==> src/sv/fvs_pkg.sv <==
// Package for the frame victim selector: codes, register indexes, state types
// and the word formats passed between the sequencer and the frame table.
// Depends on nothing; every other file uses it by scoped names.
`timescale 1ns / 1ps
`default_nettype none

package fvs_pkg;

  // Default frame table depth.
  localparam int unsigned MaxFramesDef = 64;

  // Fixed field widths of the ports.
  localparam int unsigned IdxPortW   = 6;
  localparam int unsigned CoinW      = 64;
  localparam int unsigned FramesCfgW = 7;
  localparam int unsigned CfgDataW   = 7;
  localparam int unsigned PolicyW    = 2;

  // Reset value of the frame count register.
  localparam logic [FramesCfgW-1:0] FramesReset = 7'd64;

  // Commands carried by an input word.
  typedef enum logic [1:0] {
    CMD_VICTIM      = 2'd0,
    CMD_REFERENCE   = 2'd1,
    CMD_WRITE_FLAGS = 2'd2
  } cmd_e;

  // Outcome codes of a victim request.
  typedef enum logic [1:0] {
    OUT_FREE     = 2'd0,
    OUT_EVICT    = 2'd1,
    OUT_ALL_PROT = 2'd2
  } outcome_e;

  // Victim policies.
  typedef enum logic [PolicyW-1:0] {
    POL_RANDOM = 2'd0,
    POL_FIFO   = 2'd1,
    POL_CLOCK  = 2'd2
  } policy_e;

  // Configuration register indexes.
  typedef enum logic [0:0] {
    REG_POLICY = 1'b0,
    REG_FRAMES = 1'b1
  } cfg_reg_e;

  // Sequencer states.
  typedef enum logic [2:0] {
    ST_CLEAR,
    ST_IDLE,
    ST_FREE,
    ST_MOD,
    ST_RANDOM,
    ST_FIFO,
    ST_CLOCK
  } state_e;

  // Frame table write operations.
  typedef enum logic [2:0] {
    TBL_NOP,
    TBL_SET_REF,
    TBL_WRITE,
    TBL_CLR_REF,
    TBL_CLR_MAP,
    TBL_CLEAR
  } tbl_op_e;

  // Write request to the frame table.
  typedef struct packed {
    tbl_op_e op;
    logic    map_val;
    logic    prot_val;
  } tbl_wr_t;

  // Flags of one frame as read from the table.
  typedef struct packed {
    logic mapped;
    logic prot;
    logic refd;
  } tbl_rd_t;

endpackage

`default_nettype wire

==> src/sv/fvs_frame_table.sv <==
// Frame flag table: mapped, protected and referenced bits for every frame,
// one registered read port and one write operation per cycle. Uses fvs_pkg.
`timescale 1ns / 1ps
`default_nettype none

module fvs_frame_table #(
  parameter int unsigned MaxFrames = fvs_pkg::MaxFramesDef,
  parameter int unsigned FrameW    = $clog2(MaxFrames)
) (
  input  wire logic              clk_i,
  input  wire logic              rst_ni,
  input  wire fvs_pkg::tbl_wr_t  wr_i,
  input  wire logic [FrameW-1:0] wr_idx_i,
  input  wire logic [FrameW-1:0] rd_idx_i,
  output fvs_pkg::tbl_rd_t       rd_o
);

  logic             mapped_mem [MaxFrames];
  logic             prot_mem   [MaxFrames];
  logic             refd_mem   [MaxFrames];
  logic             map_we;
  logic             prot_we;
  logic             refd_we;
  logic             map_wval;
  logic             prot_wval;
  logic             refd_wval;
  logic             same_idx;
  fvs_pkg::tbl_rd_t rd_q;

  // Decode the write operation into per-flag enables and values.
  always_comb begin
    map_we    = 1'b0;
    prot_we   = 1'b0;
    refd_we   = 1'b0;
    map_wval  = 1'b0;
    prot_wval = 1'b0;
    refd_wval = 1'b0;
    case (wr_i.op)
      fvs_pkg::TBL_SET_REF: begin
        refd_we   = 1'b1;
        refd_wval = 1'b1;
      end
      fvs_pkg::TBL_WRITE: begin
        map_we    = 1'b1;
        map_wval  = wr_i.map_val;
        prot_we   = 1'b1;
        prot_wval = wr_i.prot_val;
      end
      fvs_pkg::TBL_CLR_REF: begin
        refd_we = 1'b1;
      end
      fvs_pkg::TBL_CLR_MAP: begin
        map_we = 1'b1;
      end
      fvs_pkg::TBL_CLEAR: begin
        map_we  = 1'b1;
        prot_we = 1'b1;
        refd_we = 1'b1;
      end
      default: begin
      end
    endcase
  end

  // Flag memories, one write address per cycle.
  always_ff @(posedge clk_i) begin
    if (map_we)  mapped_mem[wr_idx_i] <= map_wval;
    if (prot_we) prot_mem[wr_idx_i]   <= prot_wval;
    if (refd_we) refd_mem[wr_idx_i]   <= refd_wval;
  end

  // Registered read; a write to the same frame in the same cycle is passed on.
  assign same_idx = (wr_idx_i == rd_idx_i);

  always_ff @(posedge clk_i or negedge rst_ni) begin
    if (!rst_ni) begin
      rd_q <= '0;
    end else begin
      rd_q.mapped <= (map_we && same_idx) ? map_wval : mapped_mem[rd_idx_i];
      rd_q.prot   <= (prot_we && same_idx) ? prot_wval : prot_mem[rd_idx_i];
      rd_q.refd   <= (refd_we && same_idx) ? refd_wval : refd_mem[rd_idx_i];
    end
  end

  assign rd_o = rd_q;

endmodule

`default_nettype wire

==> src/sv/frame_victim_selector_unit.sv <==
// Top level of the frame victim selector: command port, configuration
// registers and the scan sequencer. Uses fvs_pkg and fvs_frame_table.
//
//   Port group   Direction  Handshake            Content
//   command      in         start_i / busy_o     command, frame, flags, coins
//   result       out        done_o (one cycle)   victim_frame_o, outcome_o
//   config       in         cfg_we_i             cfg_idx_i, cfg_wdata_i
//
// Update commands finish in the cycle they are taken; busy_o stays low.
// A victim request examines one frame per cycle while scanning, through a single
// compare path: first the free-frame scan, then for fifo and clock a reduction
// of the hand modulo the frame count, then at most one round of the frames
// (random, fifo) or two rounds (clock), with done_o in the cycle after the last step.
// After reset a clearing pass zeroes one frame per cycle, through all MaxFrames
// frames, with busy_o high; the hand and the registers reset at once.
// Results are shown for one cycle and cannot be held off by the receiver.
`timescale 1ns / 1ps
`default_nettype none

module frame_victim_selector_unit #(
  parameter int unsigned MaxFrames = fvs_pkg::MaxFramesDef
) (
  input  wire logic                             clk_i,
  input  wire logic                             rst_ni,
  input  wire logic                             start_i,
  output logic                                  busy_o,
  input  wire logic [1:0]                       command_i,
  input  wire logic [fvs_pkg::IdxPortW-1:0]     frame_index_i,
  input  wire logic                             mapped_value_i,
  input  wire logic                             protected_value_i,
  input  wire logic [fvs_pkg::CoinW-1:0]        coin_bits_i,
  output logic                                  done_o,
  output logic [fvs_pkg::IdxPortW-1:0]          victim_frame_o,
  output logic [1:0]                            outcome_o,
  input  wire logic                             cfg_we_i,
  input  wire logic [0:0]                       cfg_idx_i,
  input  wire logic [fvs_pkg::CfgDataW-1:0]     cfg_wdata_i
);

  localparam int unsigned FrameW  = $clog2(MaxFrames);
  localparam int unsigned CntW    = FrameW + 1;
  localparam int unsigned StepW   = FrameW + 2;
  localparam int unsigned VictimW = fvs_pkg::IdxPortW;

  fvs_pkg::state_e                    state_q, state_d;
  logic [FrameW-1:0]                  f_q, f_d;
  logic [StepW-1:0]                   step_q, step_d;
  logic [FrameW-1:0]                  hand_q, hand_d;
  logic [fvs_pkg::CoinW-1:0]          coin_q, coin_d;
  logic                               seen_q, seen_d;
  logic [FrameW-1:0]                  last_q, last_d;
  logic                               done_q, done_d;
  logic [VictimW-1:0]                 victim_q, victim_d;
  fvs_pkg::outcome_e                  outcome_q, outcome_d;
  logic [fvs_pkg::PolicyW-1:0]        policy_q;
  logic [fvs_pkg::FramesCfgW-1:0]     frames_q;

  logic [CntW-1:0]                    n;
  logic [FrameW-1:0]                  f_inc;
  logic [StepW-1:0]                   limit;
  logic                               last_step;
  logic                               accept;
  logic                               upd_ok;
  logic                               fin;
  logic                               fin_clr;
  logic [FrameW-1:0]                  fin_idx;
  fvs_pkg::outcome_e                  fin_out;
  fvs_pkg::tbl_wr_t                   tbl_wr;
  logic [FrameW-1:0]                  tbl_wr_idx;
  fvs_pkg::tbl_rd_t                   tbl_rd;

  // Configuration registers.
  always_ff @(posedge clk_i or negedge rst_ni) begin
    if (!rst_ni) begin
      policy_q <= fvs_pkg::POL_RANDOM;
      frames_q <= fvs_pkg::FramesReset;
    end else if (cfg_we_i) begin
      case (fvs_pkg::cfg_reg_e'(cfg_idx_i))
        fvs_pkg::REG_POLICY: policy_q <= cfg_wdata_i[fvs_pkg::PolicyW-1:0];
        fvs_pkg::REG_FRAMES: frames_q <= cfg_wdata_i[fvs_pkg::FramesCfgW-1:0];
        default: begin
        end
      endcase
    end
  end

  // Frame count clamped to the table depth, at least one.
  always_comb begin
    if (frames_q == '0) begin
      n = CntW'(1);
    end else if (32'(frames_q) > MaxFrames) begin
      n = CntW'(MaxFrames);
    end else begin
      n = CntW'(frames_q);
    end
  end

  // Scan pointer advance with wrap at the frame count, and the step limit.
  assign f_inc     = ((CntW'({1'b0, f_q}) + CntW'(1)) == n) ? '0 : f_q + FrameW'(1);
  assign limit     = (state_q == fvs_pkg::ST_CLOCK) ? {n, 1'b0} : StepW'(n);
  assign last_step = ((step_q + StepW'(1)) == limit);

  assign busy_o = (state_q != fvs_pkg::ST_IDLE);
  assign accept = start_i && !busy_o;
  assign upd_ok = (32'(frame_index_i) < MaxFrames);

  // Sequencer: next state, table writes and result capture.
  always_comb begin
    state_d    = state_q;
    f_d        = f_q;
    step_d     = step_q;
    hand_d     = hand_q;
    coin_d     = coin_q;
    seen_d     = seen_q;
    last_d     = last_q;
    done_d     = 1'b0;
    victim_d   = victim_q;
    outcome_d  = outcome_q;
    fin        = 1'b0;
    fin_clr    = 1'b0;
    fin_idx    = '0;
    fin_out    = fvs_pkg::OUT_ALL_PROT;
    tbl_wr     = '{op: fvs_pkg::TBL_NOP, map_val: mapped_value_i,
                   prot_val: protected_value_i};
    tbl_wr_idx = f_q;

    case (state_q)
      // Zero the flags of one frame per cycle after reset.
      fvs_pkg::ST_CLEAR: begin
        tbl_wr.op = fvs_pkg::TBL_CLEAR;
        if (32'(f_q) == MaxFrames - 1) begin
          state_d = fvs_pkg::ST_IDLE;
        end else begin
          f_d = f_q + FrameW'(1);
        end
      end

      fvs_pkg::ST_IDLE: begin
        if (accept) begin
          case (fvs_pkg::cmd_e'(command_i))
            fvs_pkg::CMD_VICTIM: begin
              state_d = fvs_pkg::ST_FREE;
              f_d     = '0;
              step_d  = '0;
              coin_d  = coin_bits_i;
            end
            fvs_pkg::CMD_REFERENCE: begin
              tbl_wr_idx = FrameW'(frame_index_i);
              if (upd_ok) tbl_wr.op = fvs_pkg::TBL_SET_REF;
            end
            fvs_pkg::CMD_WRITE_FLAGS: begin
              tbl_wr_idx = FrameW'(frame_index_i);
              if (upd_ok) tbl_wr.op = fvs_pkg::TBL_WRITE;
            end
            default: begin
            end
          endcase
        end
      end

      // Lowest frame that is neither mapped nor protected.
      fvs_pkg::ST_FREE: begin
        if (!tbl_rd.prot && !tbl_rd.mapped) begin
          fin     = 1'b1;
          fin_idx = f_q;
          fin_out = fvs_pkg::OUT_FREE;
        end else if (last_step) begin
          case (policy_q)
            fvs_pkg::POL_RANDOM: begin
              state_d = fvs_pkg::ST_RANDOM;
              f_d     = '0;
              step_d  = '0;
              seen_d  = 1'b0;
              last_d  = '0;
            end
            fvs_pkg::POL_FIFO, fvs_pkg::POL_CLOCK: begin
              state_d = fvs_pkg::ST_MOD;
              f_d     = hand_q;
            end
            default: begin
              fin = 1'b1;
            end
          endcase
        end else begin
          f_d    = f_inc;
          step_d = step_q + StepW'(1);
        end
      end

      // Reduce the hand modulo the frame count by repeated subtraction.
      fvs_pkg::ST_MOD: begin
        if (CntW'({1'b0, f_q}) >= n) begin
          f_d = f_q - FrameW'(n);
        end else begin
          state_d = (policy_q == fvs_pkg::POL_FIFO) ? fvs_pkg::ST_FIFO
                                                    : fvs_pkg::ST_CLOCK;
          step_d  = '0;
        end
      end

      // First unprotected frame with its coin set, else the last unprotected.
      fvs_pkg::ST_RANDOM: begin
        if (!tbl_rd.prot) begin
          seen_d = 1'b1;
          last_d = f_q;
        end
        if (!tbl_rd.prot && coin_q[0]) begin
          fin     = 1'b1;
          fin_clr = 1'b1;
          fin_idx = f_q;
          fin_out = fvs_pkg::OUT_EVICT;
        end else if (last_step) begin
          fin = 1'b1;
          if (!tbl_rd.prot) begin
            fin_clr = 1'b1;
            fin_idx = f_q;
            fin_out = fvs_pkg::OUT_EVICT;
          end else if (seen_q) begin
            fin_clr = 1'b1;
            fin_idx = last_q;
            fin_out = fvs_pkg::OUT_EVICT;
          end
        end else begin
          f_d    = f_inc;
          step_d = step_q + StepW'(1);
          coin_d = coin_q >> 1;
        end
      end

      // Next unprotected frame from the hand.
      fvs_pkg::ST_FIFO: begin
        if (!tbl_rd.prot) begin
          fin     = 1'b1;
          fin_clr = 1'b1;
          fin_idx = f_q;
          fin_out = fvs_pkg::OUT_EVICT;
          hand_d  = f_inc;
        end else if (last_step) begin
          fin = 1'b1;
        end else begin
          f_d    = f_inc;
          step_d = step_q + StepW'(1);
        end
      end

      // Clock sweep: clear referenced bits until an unreferenced frame.
      fvs_pkg::ST_CLOCK: begin
        if (!tbl_rd.prot && !tbl_rd.refd) begin
          fin     = 1'b1;
          fin_clr = 1'b1;
          fin_idx = f_q;
          fin_out = fvs_pkg::OUT_EVICT;
          hand_d  = f_inc;
        end else begin
          if (!tbl_rd.prot) tbl_wr.op = fvs_pkg::TBL_CLR_REF;
          if (last_step) begin
            fin = 1'b1;
          end else begin
            f_d    = f_inc;
            step_d = step_q + StepW'(1);
          end
        end
      end

      default: begin
        state_d = fvs_pkg::ST_IDLE;
      end
    endcase

    // Finish a victim request: capture the result and release the mapping.
    if (fin) begin
      state_d   = fvs_pkg::ST_IDLE;
      done_d    = 1'b1;
      victim_d  = VictimW'(fin_idx);
      outcome_d = fin_out;
      if (fin_clr) begin
        tbl_wr.op  = fvs_pkg::TBL_CLR_MAP;
        tbl_wr_idx = fin_idx;
      end
    end
  end

  // Control registers.
  always_ff @(posedge clk_i or negedge rst_ni) begin
    if (!rst_ni) begin
      state_q <= fvs_pkg::ST_CLEAR;
      f_q     <= '0;
      hand_q  <= '0;
      done_q  <= 1'b0;
    end else begin
      state_q <= state_d;
      f_q     <= f_d;
      hand_q  <= hand_d;
      done_q  <= done_d;
    end
  end

  // Scan and result registers.
  always_ff @(posedge clk_i) begin
    step_q    <= step_d;
    coin_q    <= coin_d;
    seen_q    <= seen_d;
    last_q    <= last_d;
    victim_q  <= victim_d;
    outcome_q <= outcome_d;
  end

  // The table is addressed with f_d, the value the scan pointer is about to take,
  // so that its registered read shows the flags of the frame under the scan pointer.
  fvs_frame_table #(
    .MaxFrames (MaxFrames),
    .FrameW    (FrameW)
  ) u_table (
    .clk_i    (clk_i),
    .rst_ni   (rst_ni),
    .wr_i     (tbl_wr),
    .wr_idx_i (tbl_wr_idx),
    .rd_idx_i (f_d),
    .rd_o     (tbl_rd)
  );

  assign done_o         = done_q;
  assign victim_frame_o = victim_q;
  assign outcome_o      = outcome_q;

endmodule

`default_nettype wire

==> config.mk <==
export PLATFORM = sky130hd
export DESIGN_NAME = frame_victim_selector_unit
export DESIGN_NICKNAME = d
export VERILOG_FILES = /design/src/sv/fvs_pkg.sv /design/src/sv/fvs_frame_table.sv /design/src/sv/frame_victim_selector_unit.sv
export SDC_FILE = /design/constraint.sdc
export NUM_CORES = 1
export LEC_CHECK = 0
export BUFFER_PORTS_ARGS = -buffer_cell sky130_fd_sc_hd__buf_2
export CAP_MARGIN = 20
export CORE_MARGIN = 10
export CORE_UTILIZATION = 60
export CTS_CLUSTER_SIZE = 8
export DETAILED_ROUTE_END_ITERATION = 10
export PLACE_DENSITY = 0.79
export SLEW_MARGIN = 10
export SYNTH_ARGS = -nofsm -noshare
export SYNTH_HDL_FRONTEND = slang
export SYNTH_HIERARCHICAL = 1
export SYNTH_SLANG_ARGS = --single-unit
==> constraint.sdc <==
create_clock -name clk_i -period 7.9 [get_ports clk_i]
set_input_delay 0.79 -clock clk_i [delete_from_list [all_inputs] [get_ports clk_i]]
set_output_delay 0.79 -clock clk_i [all_outputs]
set_load 0.1 [all_outputs]
==> impl_results.md, run 1 <==
- Status: complete, no violations
- Clock Skew: 0.04047 ns
- Chip Height: about 180 um
- #FFs+latches synth: about 310
- Most Used Layer, Global Route: met2
- Placed cell areas: between 15,000 and 20,000 um^2
- Filler cells: about 1,700
- Critical Path Start Type: flop
- Post-CTS Setup Inserts: 0
- Crit Path Class: flop to flop
- Final hold vios: 0
- Skew-Pair Late Insertion Delay: 0.56 ns
- Max capacitance violation total: 0
- Worst hold path class: input pin to async pin
- DRC viols: 0
- Pins Over Slew Limit: 0
- Core Rows: 58
- Core Region: ~25,000 um^2
- Crit path max fanout: 38
- CTS resizes: 0
- Post-synthesis net count: between 1,000 and 1,500
- Area growth syn-to-layout: 12.77%
- RSZ-0062 raised after global routing: no
- Fin Setup TNS: 0 ns
- Post-Syn Instances: roughly 1,200
- Die width: 179.2 um
- Via density: about 6
- Largest net degree at the start of global routing: 66
- Wire length per cell: approximately 22 um
- # IOs: 96
- Gr usage total: between 20% and 30%
- CTS Sinks: around 310
- Longest Clk Path Bufs: 3
- Compound-Gate Fraction of Synth Area: 7.330%
- Worst vdd ir: roughly 0.00024 V
- Post-CTS Hold Fix Bufs: 0
- Yosys warns: 6
- Worst slew margin: between 20% and 30%
- Clock slew at reported path FFs: 0.05 ns
- Multiplexer share of the synthesized area: a little over an eighth
- Setup ws final: 1.994 ns
- Global-route wire length before repair: between 50,000 and 60,000 um
- Critical Path RT: about 8.3 ns
- Largest family of logic cells by synthesized area: simple AND/OR/NAND/NOR gates
- Via count: 10,180
- Async SR Flop Fraction: between 9 and 10%
- Period Utilization, post-route: between 70% and 80%
- Pwr dens: 416.3 nW/um^2
- Least-Margin Pin Slew: 1.067 ns
- GRT met3 Usage: 4.107%
- Post-Synth Simple-Gate Area: a little over an eighth
- Nets: between 1,000 and 1,500
- Grt ovf: 0
- CTS H-Tree Depth: 2
- IO buf count: 95
- CTS tree: built
- Fmax achieved: between 150 and 200 MHz
- EDFF count, synth: between 200 and 300
- Crit path DAT: approximately 6.3 ns
- GPL Wtd Cong: 0.9406
- Clock root buffer: clkbuf_16
- Leakage power: about 5.8 nW
- Starting DRT DRC Count: ~1,100
- Vias in the first global route: roughly 10,000
- Final ANT Viol Nets: 0
- CP Capture Type: flop
- Post-synth top flop: edfxtp_1
- Fraction of layout cells with a size suffix above 1: around 22%
- Initial Util: 60.74%
- Synth Cell Area: 15,210 um^2
- Antenna violations before repair: 1
- Met1 GRT Util: ~28%
- Design area: 17,150 um^2
- Final setup vio count: 0
- DIE AREA: about 32,000 um^2
- Post-DP HPWL: about 23,000 um
- Sequential area share after synthesis: approximately 60%
- Final WL: between 30,000 and 40,000 um
- Pre-CTS setup slack: approximately 2.2 ns
- Total CTS buffers: between 40 and 50
- Syn avg cell area: around 12 um^2
- Post-Synth Adder-Cell Area: under 10%
- Unique cell type count in the Yosys netlist: ~80
- Fin crit period: just under 6 ns
- GR Util met2: approximately two fifths
- Xor/xnor share of the synthesized area: under 10%
- Drt pass-1 iters: 6
[state kept, by name, summed over array words and instances (netlist names), 3 cells and up]
signal	count
coin_q	64
f_q	6
frames_q	7
hand_q	6
last_q	6
state_q	3
step_q	8
u_table/mapped_mem	64
u_table/prot_mem	64
u_table/rd_o	3
u_table/refd_mem	64
victim_frame_o	6
[cells in the mapped netlist, drive strengths merged (5+ instances only)]
cell	count	share of area [%]
edfxtp	279	55
nor2	235	5.8
nand2	82	2.0
mux2	72	5.3
clkbuf	64	1.6
mux2i	41	2.7
a21oi	34	1.1
mux4	34	5.3
inv	29	0.72
dfrtp	27	4.4
buf	25	0.90
o21ai	25	0.82
xnor2	22	1.3
a22oi	20	0.99
nand3	20	0.69
and2	19	0.80
or2	15	0.62
ha	14	1.2
o31ai	13	0.64
nor3	12	0.39
nor2b	8	0.33
a21o	7	0.35
nand3b	7	0.35
or3	7	0.32
and3	6	0.25
nand2b	6	0.25
nand4	6	0.25
xor2	6	0.35
a211o	5	0.29
a221o	5	0.33
a22o	5	0.29
a31oi	5	0.21
nand4b	5	0.29
nor3b	5	0.25
o211ai	5	0.28
[worst max-delay path: stages (launching register included)]
cell,delay (ns)
dfrtp_1,0.78
nand3b_1,0.53
a32oi_1,0.35
nor3_1,0.06
o21ai_0,0.48
or2_1,0.45
a21oi_2,0.16
or4_1,0.60
a221o_2,0.35
buf_4,0.33
nor2b_1,0.71
a22oi_1,0.25
nand4b_1,0.21
a41oi_1,0.14
a311oi_1,0.29
o2bb2ai_1,0.10
[report_power, final]
| group | switching [W] | internal, W | total (W) |
|---|---|---|---|
| Sequential | 0.000194 | 0.00223 | 0.00243 |
| Combinational | 0.00189 | 0.00108 | 0.00297 |
| Clock | 0.000687 | 0.00106 | 0.00174 |
[layer usage]
layer | part of all wire, % | vias to the layer above
li1 | - | 4633
met1 | 38 | 4979
met2 | 51 | 482
met3 | 7.8 | 85
met4 | 3.3 | 0
met5 | 0 | -
[metrics by stage]
stage / cells / utilization, % / power (W) / hold WS (ns)
finish: 1653 / 68.50 / 0.007139 / 0.2961
global route: 1653 / 68.50 / 0.007505 / 0.3350
CTS: 1649 / 68.36 / 0.007119 / 0.2835
detailed placement: 1567 / 63.11 / 0.005352 / 0.4706
global placement: 1567 / 63.11 / 0.005310 / 0.4591
floorplan: 1222 / - / 0.004618 / 0.4484
[path summary, 6_finish.rpt]
kind                             from              end  slack [ns]  cells past startpoint
setup / recovery           state_q[1]  u_table/rd_o[1]        1.99                     15
hold / removal                 rst_ni           f_q[2]        0.30                      1
hold reg to reg             hand_q[2]        hand_q[2]        0.47                      2
max in group asynchronous      rst_ni           f_q[1]        7.14                      1
setup reg to reg           state_q[1]  u_table/rd_o[1]        1.99                     15
min in group clk_i          hand_q[2]        hand_q[2]        0.47                      2
[cell usage in the layout, fill, tap and decap left out, types with 10 or more instances in the layout]
cell	netlist	routed
nor3_1	12	12
buf_4	2	10
ha_1	14	14
buf_2	16	95
clkbuf_1	64	34
mux4_1	10	10
xnor2_1	22	22
a22oi_1	20	20
or2_2	14	14
dfrtp_1	27	27
edfxtp_1	279	279
o31ai_1	13	13
and2_1	18	15
clkbuf_16	0	44
mux2_2	72	72
o21ai_0	22	22
nand3_1	19	19
mux2i_1	41	41
inv_1	28	28
nand2_1	82	82
a21oi_1	33	33
mux4_2	24	24
nor2_1	234	234
[area by class of cell]
cell class	count	area (um^2)	share of cell area (%)
clock buffers	78	1229	7.164
diodes	1	2.502	0.01459
clock inverters	4	85.08	0.4961
inverters	29	108.9	0.6347
multi-input cells	797	5657	32.98
flip-flops and latches	307	9080	52.94
repair buffers	107	575.6	3.356
well taps	330	412.9	2.408
[logic make-up after synthesis]
kind of cell,count (synthesis)
simple gates,446
fa+ha+maj,15
flops,307
compound gates,160
buf+inv,118
mux,147
xor+xnor,29
Note: power is estimated with default switching activity, not from simulation.
==> inputs of run 2 (changes only) <==
Settings changed: ABC_AREA set to 1, CORE_UTILIZATION 60 to 56, PLACE_DENSITY 0.79 to 0.77.
Clock period 7.9 ns to 5.33 ns, I/O delays scaled along.
==> run 2 against run 1 <==
  * Hold slack worse by 0.22 ns
  * Critical path type unchanged
  * Critical endpoint is now u_table/mapped_mem[49]
  * Largest cell class unchanged
  * Final cell count increased by 47%
  * Clock-buffer cell count shrank 6
==> impl_results.md, run 2 <==
- Async SR Flop Fraction: 9.121% (unchanged)
- Register area: 9080 um^2 (unchanged)
- Post-Syn Instances: 1,945 (+59%)
- DRC viols: 0 (unchanged)
- Post-synth top flop: edfxtp_1
- Die width: 191.4 um (+6.8%)
- Multiplexer share of the synthesized area: 0.2739% (-13 points)
- Post-CTS Hold Fix Bufs: 0 (unchanged)
- Dominant cell type by area after synthesis: edfxtp_1
- Skew-Pair Late Insertion Delay: 0.53 ns (-0.03 ns)
- Yosys warns: 6 (unchanged)
- Compound-Gate Fraction of Synth Area: 3.127% (-4.2 points)
- Xor/xnor share of the synthesized area: 0.7457% (-1.0 points)
- Worst hold path class: input pin to async pin
- # IOs: 96 (unchanged)
- Wire length per cell: 17.74 um (-19%)
- Via count: 13,550 (+33%)
- Initial Util: 56.98% (-3.8 points)
- Sequential area share after synthesis: 55.22% (-4.5 points)
- Vias in the first global route: 12,880 (+24%)
- RSZ-0062 raised after global routing: no
- DIE AREA: 36,620 um^2 (+14%)
- Most frequent cells in the layout: nand2_1 (722), edfxtp_1 (279), nand3_1 (216)
- Synth Cell Area: 16,440 um^2 (+8.1%)
- Filler cells: 2,420 (+39%)
- Most common cell after layout, fill and taps aside: nand2_1
- Nets: 2,112 (+52%)
- Status: complete, no violations
- Top cell type's share of synthesized area: 50.95% (-4.1 points)
- Syn avg cell area: 8.454 um^2 (-32%)
- Crit path DAT: 4.84 ns (-1.49 ns)
- Post-Synth Adder-Cell Area: 1.187% (-0.096 points)
- Fin crit period: 4.583 ns (-1.322 ns)
- Fin Setup TNS: 0 ns (unchanged)
- Post-CTS Setup Inserts: 0 (unchanged)
- Post-Synth Simple-Gate Area: 31.33% (+18 points)
- Critical Path RT: 5.58 ns (-2.74 ns)
- Fraction of layout cells with a size suffix above 1: 11.97% (-9.6 points)
- Fmax achieved: 218.2 MHz (+29%)
- Most common cell in the synthesized netlist: nand2_1
- Tot Pwr: 0.01231 W (+72%)
- Core Region: 28,860 um^2 (+15%)
- Clock Skew: 0.01136 ns (-0.02911 ns)
- R2R Setup Slk: 0.75 ns (-1.25 ns)
- Crit path max fanout: 20 (-47%)
- Post-synthesis net count: 2,046 (+55%)
- Grt ovf: 0 (unchanged)
- CP Capture Type: flop
- CTS Sinks: 307 (unchanged)
- Global-route wire length before repair: 68,080 um (+21%)
- Chip Height: 191.4 um (+6.8%)
- #FFs+latches synth: 307 (unchanged)
- Pins Over Slew Limit: 0 (unchanged)
- EDFF count, synth: 279 (unchanged)
- Commonest cells post-synth: nand2_1 (724), edfxtp_1 (279), nand3_1 (216)
- Unique cell type count in the Yosys netlist: 40 (-49%)
- Ant diodes: 0 (-1)
- Clock slew at reported path FFs: 0.05 ns (about the same)
- Via density: 5.593 (-9.2%)
- Largest net degree at the start of global routing: 99 (+50%)
- GPL Wtd Cong: 0.9756 (+3.7%)
- Final WL: 42,980 um (+19%)
- Final setup vio count: 0 (unchanged)
- Final hold vios: 0 (unchanged)
- Antenna violations before repair: 0 (-1)
- CTS H-Tree Depth: 2 (unchanged)
- CTS resizes: 0 (unchanged)
- IO buf count: 95 (unchanged)
- Footprint of the multi-input gates: 6083 um^2 (+7.5%)
- Worst slew margin: 41.87% (+13 points)
- Max capacitance violation total: 0 (unchanged)
- Post-DP HPWL: 27,110 um (+16%)
- Drt pass-1 iters: 6 (unchanged)
- Total CTS buffers: 44 (unchanged)
- Core Rows: 62 (+6.9%)
- Longest Clk Path Bufs: 3 (unchanged)
- Synth area leaders: edfxtp_1 (51%), nand2_1 (17%), nand3_1 (6.6%)
- CTS tree: built
- Period Utilization, post-route: 85.99% (+11 points)
- Starting DRT DRC Count: 1,525 (+41%)
- Crit Path Class: flop to flop
- Worst reg2reg path depth: 22 (+7)
- Critical Path Start Type: flop
- Gr usage total: 23.23% (+0.43 points)
- Final ANT Viol Nets: 0 (unchanged)
- Clock root buffer: clkbuf_16
- Leakage power: 8.194 nW (+41%)
- Worst vdd ir: 0.0006286 V (+160%)
- Largest family of logic cells by synthesized area: simple AND/OR/NAND/NOR gates
- Least-Margin Pin Slew: 0.8709 ns (-0.1962 ns)
- Area growth syn-to-layout: 11.68%
- Pwr dens: 670.3 nW/um^2 (+61%)
run 2: cells by family after synthesis:
family / after synthesis
simple gates: 1214
flops: 307
buf+inv: 298
compound gates: 93
fa+ha+maj: 15
xor+xnor: 14
mux: 4
run 2: final timing paths:
| check | from | to |
|---|---|---|
| worst max-delay path | state_q[2] | u_table/mapped_mem[49] |
| worst min-delay path | rst_ni | policy_q[0] |
| worst max register to register | state_q[2] | u_table/mapped_mem[49] |
| worst min register to register | hand_q[4] | hand_q[4] |
| max in group asynchronous | rst_ni | hand_q[1] |
| min in group clk_i | cfg_wdata_i[4] | frames_q[4] |
run 2: critical path, cell delays in order (launching register included):
cell and delay [ns]:
dfrtp_1 0.47, inv_2 0.09, nor2_4 0.13, nand2_2 0.18
inv_2 0.26, nand3_1 0.14, nand3_1 0.10, nand2_1 0.05
inv_1 0.04, nand2_1 0.05, nor2_2 0.15, nand2_2 0.32
o21ai_2 0.31, nand2_2 0.18, nand2_2 0.21, nand2_1 0.07
nand2_1 0.31, inv_2 0.14, nor3_2 0.24, inv_1 0.41
nor2_1 0.26, nand2_1 0.07, inv_1 0.08
run 2: cell type report:
type                    instances  share of cell area (%)
inverters                     199                   4.068
multi-input cells            1340                   33.13
clock inverters                 2                  0.1295
repair buffers                119                   3.815
clock buffers                  72                   6.800
well taps                     384                   2.616
flip-flops and latches        307                   49.44
run 2: report_power, final:
part           internal (W)  total [W]  leakage [nW]  switching [W]
combinational       0.00168    0.00627          4.74        0.00459
sequential          0.00325    0.00347          2.85       0.000220
clock               0.00158    0.00258         0.605       0.000996
run 2: per-stage QoR:
stage	worst slack [ns]	util, %	instances	hold WS [ns]	area, um^2
after CTS	0.8889	63.60	2421	0.08647	18350
after detailed placement	0.9212	59.19	2347	0.4804	17080
final	0.7466	63.64	2423	0.07199	18360
after global routing	0.4220	63.64	2423	0.1085	18360
after global placement	0.9425	59.19	2347	0.4677	17080
after floorplan	0.4197	-	1945	0.2374	16440
run 2: per-layer routing:
layer	GRT usage [%]	vias to the layer above	part of all wire, %
met1	30.18	6394	41
met3	3.936	93	8.4
met4	8.504	0	2.9
met5	0	-	0
met2	38.41	624	48
li1	-	6442	-
